<file path="src/rtl/hsfx_pkg.sv">
// shared constants and helpers for the horizontal sub-pixel fir
`timescale 1ns / 1ps

package hsfx_pkg;

  localparam int TAP_COUNT = 8;
  localparam int WIN_DEPTH = 7;
  localparam int PIX_W     = 12;
  localparam int TAP_W     = 8;
  localparam int FILL_W    = 3;
  localparam int PROD_W    = TAP_W + PIX_W + 1;
  localparam int SUM_W     = PROD_W + 3;
  localparam int RND_W     = SUM_W + 1;
  localparam int SHIFT_W   = 3;
  localparam int DEPTH_W   = 2;
  localparam int CFG_AW    = 2;
  localparam int CFG_DW    = 32;

  // register indexes
  localparam logic [CFG_AW-1:0] REG_TAPS_LOW    = 2'd0;
  localparam logic [CFG_AW-1:0] REG_TAPS_HIGH   = 2'd1;
  localparam logic [CFG_AW-1:0] REG_ROUND_FIRST = 2'd2;
  localparam logic [CFG_AW-1:0] REG_DEPTH_MODE  = 2'd3;

  // depth codes
  localparam logic [DEPTH_W-1:0] DEPTH_10 = 2'd1;
  localparam logic [DEPTH_W-1:0] DEPTH_12 = 2'd2;

  localparam logic [PIX_W-1:0] MAX_8  = 12'd255;
  localparam logic [PIX_W-1:0] MAX_10 = 12'd1023;
  localparam logic [PIX_W-1:0] MAX_12 = 12'd4095;

  localparam logic [FILL_W-1:0] FILL_FULL = FILL_W'(TAP_COUNT - 1);
  localparam logic [FILL_W-1:0] FILL_MAX  = FILL_W'(WIN_DEPTH);

  // window slot feeding tap k; a shorter kernel skips the oldest slots
  function automatic int win_slot(input int k);
    return (8 - TAP_COUNT + k) % WIN_DEPTH;
  endfunction

  function automatic logic [PIX_W-1:0] depth_max(input logic [DEPTH_W-1:0] mode);
    logic [PIX_W-1:0] m;
    case (mode)
      DEPTH_10: m = MAX_10;
      DEPTH_12: m = MAX_12;
      default:  m = MAX_8;
    endcase
    return m;
  endfunction

endpackage

</file>
<file path="src/rtl/highbd_subpel_fir_x.sv">
// top level of the horizontal 8-tap high bit-depth sub-pixel filter
`timescale 1ns / 1ps

// Takes one source pixel per beat and returns one filtered pixel per beat once
// the row window holds a full kernel span; the first pixels of each row only
// fill the window. A beat is accepted every cycle while the output side keeps
// up. An accepted pixel passes through the products register, the adder tree
// register, then rounding and clamping into the output register. A stall on
// the output backs up through the three stages and then stalls the input. The
// user must write taps, rounding shift and depth through the cfg port between
// rows while the pipeline is empty; the block itself does not enforce this.
module highbd_subpel_fir_x (
  input  logic                        clk,
  input  logic                        rst_n,
  input  logic                        cfg_we,
  input  logic [hsfx_pkg::CFG_AW-1:0] cfg_addr,
  input  logic [hsfx_pkg::CFG_DW-1:0] cfg_wdata,
  input  logic                        in_valid,
  output logic                        in_stall,
  input  logic [hsfx_pkg::PIX_W-1:0]  in_pixel,
  input  logic                        in_row_start,
  input  logic                        in_row_end,
  output logic                        out_valid,
  input  logic                        out_stall,
  output logic [hsfx_pkg::PIX_W-1:0]  out_pixel,
  output logic                        out_row_done
);

  localparam int TC  = hsfx_pkg::TAP_COUNT;
  localparam int WD  = hsfx_pkg::WIN_DEPTH;
  localparam int PW  = hsfx_pkg::PIX_W;
  localparam int TW  = hsfx_pkg::TAP_W;
  localparam int PRW = hsfx_pkg::PROD_W;
  localparam int SW  = hsfx_pkg::SUM_W;
  localparam int RW  = hsfx_pkg::RND_W;
  localparam int FW  = hsfx_pkg::FILL_W;

  // configuration
  logic [31:0]                        taps_low_r;
  logic [31:0]                        taps_high_r;
  logic [hsfx_pkg::SHIFT_W-1:0]       round_first_r;
  logic [hsfx_pkg::DEPTH_W-1:0]       depth_mode_r;

  always_ff @(posedge clk) begin
    if (!rst_n) begin
      taps_low_r    <= '0;
      taps_high_r   <= 32'h4000_0000;
      round_first_r <= 3'd3;
      depth_mode_r  <= '0;
    end else if (cfg_we) begin
      case (cfg_addr)
        hsfx_pkg::REG_TAPS_LOW:    taps_low_r    <= cfg_wdata;
        hsfx_pkg::REG_TAPS_HIGH:   taps_high_r   <= cfg_wdata;
        hsfx_pkg::REG_ROUND_FIRST: round_first_r <= cfg_wdata[hsfx_pkg::SHIFT_W-1:0];
        hsfx_pkg::REG_DEPTH_MODE:  depth_mode_r  <= cfg_wdata[hsfx_pkg::DEPTH_W-1:0];
        default: ;
      endcase
    end
  end

  // pipeline handshake
  logic s1_valid_r, s2_valid_r, out_valid_r;
  logic out_move, s2_move, s1_move, in_acc;

  assign out_move = !out_valid_r || !out_stall;
  assign s2_move  = !s2_valid_r || out_move;
  assign s1_move  = !s1_valid_r || s2_move;
  assign in_stall = !s1_move;
  assign in_acc   = in_valid && s1_move;

  // row window and fill
  logic [PW-1:0] win_r [WD];
  logic [FW-1:0] fill_cnt_r;
  logic [FW-1:0] fill_eff, fill_nxt;
  logic          win_full;

  always_comb begin
    fill_eff = in_row_start ? '0 : fill_cnt_r;
    win_full = (fill_eff >= hsfx_pkg::FILL_FULL);
    if (in_row_end) begin
      fill_nxt = '0;
    end else if (fill_eff < hsfx_pkg::FILL_MAX) begin
      fill_nxt = fill_eff + FW'(1);
    end else begin
      fill_nxt = hsfx_pkg::FILL_MAX;
    end
  end

  always_ff @(posedge clk) begin
    if (!rst_n) begin
      fill_cnt_r <= '0;
      for (int i = 0; i < WD; i++) win_r[i] <= '0;
    end else if (in_acc) begin
      fill_cnt_r <= fill_nxt;
      for (int i = 0; i < WD - 1; i++) win_r[i] <= win_r[i+1];
      win_r[WD-1] <= in_pixel;
    end
  end

  // stage 1: tap products
  logic [2*32-1:0]        taps_all;
  logic signed [PRW-1:0]  prod_nxt [TC];
  logic signed [PRW-1:0]  prod_r   [TC];
  logic                   s1_end_r;

  assign taps_all = {taps_high_r, taps_low_r};

  always_comb begin
    for (int k = 0; k < TC; k++) begin
      logic [PW-1:0] p;
      logic signed [TW-1:0] t;
      t = $signed(taps_all[k*TW +: TW]);
      p = (k == TC - 1) ? in_pixel : win_r[hsfx_pkg::win_slot(k)];
      // both operands at full product width so the multiply cannot wrap
      prod_nxt[k] = $signed({{(PRW-TW){t[TW-1]}}, t}) *
                    $signed({{(PRW-PW){1'b0}}, p});
    end
  end

  always_ff @(posedge clk) begin
    if (!rst_n) begin
      s1_valid_r <= 1'b0;
    end else if (s1_move) begin
      s1_valid_r <= in_acc && win_full;
    end
  end

  always_ff @(posedge clk) begin
    if (s1_move) begin
      prod_r   <= prod_nxt;
      s1_end_r <= in_row_end;
    end
  end

  // stage 2: adder tree
  logic signed [SW-1:0] sum_nxt, sum_r;
  logic                 s2_end_r;

  always_comb begin
    sum_nxt = '0;
    for (int k = 0; k < TC; k++) sum_nxt = sum_nxt + SW'(prod_r[k]);
  end

  always_ff @(posedge clk) begin
    if (!rst_n) begin
      s2_valid_r <= 1'b0;
    end else if (s2_move) begin
      s2_valid_r <= s1_valid_r;
    end
  end

  always_ff @(posedge clk) begin
    if (s2_move) begin
      sum_r    <= sum_nxt;
      s2_end_r <= s1_end_r;
    end
  end

  // stage 3: two round shifts, then clamp to the pixel range
  logic [hsfx_pkg::SHIFT_W-1:0] r0, r1;
  logic signed [RW-1:0]         half0, half1, rnd_a, rnd_b;
  logic [PW-1:0]                max_pix, pix_nxt;
  logic [PW-1:0]                out_pixel_r;
  logic                         out_row_done_r;

  always_comb begin
    r0    = round_first_r;
    r1    = 3'd7 - r0;
    half0 = RW'((9'd1 << r0) >> 1);
    half1 = RW'((9'd1 << r1) >> 1);
    rnd_a = (RW'(sum_r) + half0) >>> r0;
    rnd_b = (rnd_a + half1) >>> r1;
    max_pix = hsfx_pkg::depth_max(depth_mode_r);
    // int16 saturation is covered by the tighter pixel clamp
    if (rnd_b < 0) begin
      pix_nxt = '0;
    end else if (rnd_b > $signed({1'b0, max_pix})) begin
      pix_nxt = max_pix;
    end else begin
      pix_nxt = rnd_b[PW-1:0];
    end
  end

  always_ff @(posedge clk) begin
    if (!rst_n) begin
      out_valid_r <= 1'b0;
    end else if (out_move) begin
      out_valid_r <= s2_valid_r;
    end
  end

  always_ff @(posedge clk) begin
    if (out_move) begin
      out_pixel_r    <= pix_nxt;
      out_row_done_r <= s2_end_r;
    end
  end

  assign out_valid    = out_valid_r;
  assign out_pixel    = out_pixel_r;
  assign out_row_done = out_row_done_r;

`ifndef ASSERT_OFF
  a_stall_full: assert property (@(posedge clk) disable iff (!rst_n)
    in_stall |-> (s1_valid_r && s2_valid_r && out_valid_r))
    else $error("input stalled with a free pipeline stage");

  a_row_end_clear: assert property (@(posedge clk) disable iff (!rst_n)
    (in_acc && in_row_end) |=> (fill_cnt_r == '0))
    else $error("fill not cleared after row end beat");

  a_full_makes_result: assert property (@(posedge clk) disable iff (!rst_n)
    (in_acc && win_full) |=> s1_valid_r)
    else $error("full window beat did not enter the pipeline");

  a_out_in_range: assert property (@(posedge clk) disable iff (!rst_n)
    out_valid |-> (out_pixel <= hsfx_pkg::depth_max(depth_mode_r)))
    else $error("result above configured depth range");
`endif

endmodule
</file>
<file path="config.mk">
export PLATFORM = sky130hd
export DESIGN_NAME = highbd_subpel_fir_x
export DESIGN_NICKNAME = d
export VERILOG_FILES = /design/src/rtl/hsfx_pkg.sv /design/src/rtl/highbd_subpel_fir_x.sv
export SDC_FILE = /design/constraint.sdc
export NUM_CORES = 2
export LEC_CHECK = 0
export BUFFER_PORTS_ARGS = -buffer_cell sky130_fd_sc_hd__buf_2
export CAP_MARGIN = 10
export CORE_AREA = 2 2 367 369
export CTS_BUF_LIST = sky130_fd_sc_hd__clkbuf_8 sky130_fd_sc_hd__clkbuf_16
export CTS_CLUSTER_SIZE = 30
export DETAILED_ROUTE_END_ITERATION = 8
export DIE_AREA = 0 0 369 371
export MAX_ROUTING_LAYER = met4
export SETUP_SLACK_MARGIN = 0.15
export SYNTH_ARGS = -nofsm -noshare
export SYNTH_HDL_FRONTEND = slang
export SYNTH_SLANG_ARGS = --single-unit
</file>
<file path="constraint.sdc">
create_clock -name clk -period 9.8 [get_ports clk]
set_input_delay 0.49 -clock clk [delete_from_list [all_inputs] [get_ports clk]]
set_output_delay 0.49 -clock clk [all_outputs]
set_load 0.1 [all_outputs]
</file>
==> parameters.txt <==
Parameter                              Value

Run status
  Result of the run    finished, final reports clean

Route
  Via total after detailed routing    33.14k
  First drt pass iteration count    5
  DRC violation count after routing    0
  Sum of routed wire length over all layers    123.8 mm
  DRC marker count from the first detailed-route iteration    2464
  Routed wirelength normalized by instance count    18.63 um
  Routed vias/inst    4.989
  Number of routed nets with antenna violations    0

Clocking
  Num CTS Buffers    45
  CTS root buffer    sky130_fd_sc_hd__clkbuf_16
  Level count of the clock H-tree    2
  Worst-skew pair later-pin latency    0.63 ns
  Number of clock sinks seen by CTS    366
  TritonCTS clock tree    done
  Resized cells post-CTS    0
  Maximum clock path buffer count    3
  Setup fix buffers added after clock tree synthesis    0
  CTS hold repair buffers    0
  Clock-pin slew on the worst setup and hold paths    0.06 ns

Worst setup path
  Origin of the critical flop-to-flop path    r0[1]
  Biggest fanout along the worst timing path    21
  Crit end category    flip-flop
  Worst Setup Start Kind    flip-flop
  Critical-path top delay cell    sky130_fd_sc_hd__dfxtp_2
  Peak per-stage delay on the critical path    0.59 ns
  Arrival time at the worst endpoint    9.30 ns
  Setup Crit Path Kind    flip-flop to flip-flop
  WP data required    10.13 ns
  Critical path launch point    r0[1]

Global routing
  Global-route wire length before repair    199.7 mm
  Maximum number of pins on one net before global-route repair    134
  Grt ovf    0
  Number of antenna violations at the first check in global routing    3
  Total GRT Usage    19.18%
  Via count of the first global-routing pass    34.79k

Timing
  Measured slew at the worst slew-check pin    1.039 ns
  Relative slew margins    30.73%
  Highest achievable clock rate    111.6 MHz
  Hold violation total from the final report    0
  Max-slew violation total from the final report    0
  Period minus WS final    8.961 ns
  Setup skew after layout    0.04211 ns
  Worst Setup Slack, final    0.8386 ns
  Setup repair after global routing missed its margin    no
  Total of endpoints with negative setup slack in the final report    0
  Period Utilization, post-route    91.44%

Synthesis
  Post-Synthesis Cells    4851
  Netlist area before placement    0.04615 mm^2
  Mapped Avg Cell Area    9.514 um^2
  Top flip-flop cell by instance count after synthesis    sky130_fd_sc_hd__edfxtp_1
  Syn nets    5970
  Fraction of post-synthesis cell area in the top cell type by area    26.81%
  Number of enable flip-flop cells after synthesis    291
  Share of flip-flops with an asynchronous set or reset    0%
  Count of cell types in the netlist    99
  Part of the Yosys area used for sequential elements    22.19%
  Largest area contributor in the netlist    sky130_fd_sc_hd__fa_1
  Yosys warns    0
  Count of state elements after synthesis    366
  Top cells by area, synth    sky130_fd_sc_hd__fa_1, sky130_fd_sc_hd__edfxtp_1, sky130_fd_sc_hd__ha_1

Final layout
  Most frequent cells in the layout    sky130_fd_sc_hd__inv_1, sky130_fd_sc_hd__fa_1, sky130_fd_sc_hd__and2_1, sky130_fd_sc_hd__nand2_1, sky130_fd_sc_hd__ha_1
  Finished Layout Cells    6643
  Share of post-route cells with drive strength above 1    5.067%
  Storage cell area    0.01025 mm^2
  Most frequent standard cell in the layout excluding fill and tap cells    sky130_fd_sc_hd__inv_1
  Net count of the finished layout    5958
  Area growth from synthesis to final layout    8.128%
  Combined area of the multi-input logic cells    0.03170 mm^2
  Number of fill cells in the layout    13.42k
  Number of antenna cells inserted    0

Placed design
  RD Place Congestion    0.9166
  Placed cells    6560
  Worst-case setup slack after placement    0.9506 ns
  Total half-perimeter wirelength after legalization and detailed placement    98.57 mm
  Total of buffers placed on input and output ports    67

Min path
  Path class of the lowest-slack min-delay path    input port to flip-flop
  Critical hold path startpoint    in_row_end

Pwr
  Leakage dissipation    22.71 nW
  Largest voltage drop on the vdd net    0.1556 mV
  Final total power    6.916 mW
  Ratio of total power to cell area    138.6 mW/mm^2

Die
  Die Height    371 um
  Cell Rows    134
  Core Area    0.1328 mm^2
  Die Span X    369 um
  Effective utilization at floorplan    34.76%
  Ports    68
  Die outline area    0.1369 mm^2

Flow run
  Max-capacitance violation count    0
cell usage after synthesis (23+ instances only):
library cell,instances
sky130_fd_sc_hd__o21ai_0,146
sky130_fd_sc_hd__fa_1,618
sky130_fd_sc_hd__nor2_1,182
sky130_fd_sc_hd__clkbuf_1,139
sky130_fd_sc_hd__ha_1,448
sky130_fd_sc_hd__nand3_1,36
sky130_fd_sc_hd__inv_1,943
sky130_fd_sc_hd__xor2_1,38
sky130_fd_sc_hd__a21boi_0,105
sky130_fd_sc_hd__a21oi_1,130
sky130_fd_sc_hd__a21o_1,31
sky130_fd_sc_hd__nand2_1,511
sky130_fd_sc_hd__and2_1,527
sky130_fd_sc_hd__xnor2_1,106
sky130_fd_sc_hd__nor3_1,30
sky130_fd_sc_hd__dfxtp_1,75
sky130_fd_sc_hd__nand2b_1,93
sky130_fd_sc_hd__edfxtp_1,291
sky130_fd_sc_hd__mux2i_1,23
power by group:
| group | total (mW) | switching (mW) | internal (mW) |
|---|---|---|---|
| Combinational | 3.00 | 1.82 | 1.18 |
| Sequential | 2.21 | 0.277 | 1.93 |
| Clock | 1.71 | 0.746 | 0.961 |
metrics by stage:
step                      TNS, ns  area [um^2]  util [%]  hold slack [ns]
after floorplan            -11.51        46160         -           0.4003
after global placement          0        48400     36.45           0.4028
after detailed placement        0        48400     36.45           0.4062
after CTS                       0        49900     37.58          0.06126
after global routing            0        49900     37.58          0.07758
final                           0        49900     37.58          0.08826
per-layer routing:
layer / vias up / track usage (%) / part of all wire, %
met2: 822 / 30.84 / 46
met3: 179 / 2.209 / 5.1
met5: - / - / 0
met1: 16695 / 25.73 / 46
met4: 0 / 4.906 / 2.7
li1: 15446 / - / -
final timing paths:
check            endpoint  slack [ns]  cells after the start
max          out_pixel[9]        0.84                     33
min              s1_end_r        0.09                      1
max reg2reg  out_pixel[9]        0.84                     33
min reg2reg  out_row_done        0.42                      0
registers in the layout (all words and copies together), names as in the netlist:
signal,cells
out_valid,1
s2_end_r,1
out_pixel,12
s2_valid_r,1
depth_mode_r,2
sum_r,24
win_r,84
s1_end_r,1
taps_high_r,32
taps_low_r,32
fill_cnt_r,3
prod_r,168
r0,3
s1_valid_r,1
out_row_done,1
kinds of logic after synthesis:
group | Yosys count | synth area share [%]
simple gates | 1481 | 16.36
buf+inv | 1116 | 9.169
fa+ha+maj | 1066 | 38.95
compound gates | 638 | 9.505
flops | 366 | 22.19
xor+xnor | 145 | 2.768
mux | 39 | 1.060
critical path, delay by kind of cell, from the launching register on:
kind	cells	cell delay, ns
AO/OA/AOI/OAI	15	3.75
adder cells (fa/ha/maj)	3	0.80
buffers and inverters	2	0.31
flip-flops	1	0.59
XOR/XNOR	1	0.15
AND/OR/NAND/NOR	10	2.43
multiplexers	2	0.66
layout make-up:
type / instances / area share [%]
Inverter: 943 / 7.101
Sequential cell: 366 / 20.53
Timing Repair Buffer: 114 / 1.404
Multi-Input combinational cell: 3369 / 63.52
Tap cell: 1768 / 4.433
Clock inverter: 32 / 0.5641
Clock buffer: 51 / 2.445
Note: power is estimated with default switching activity, not from simulation.
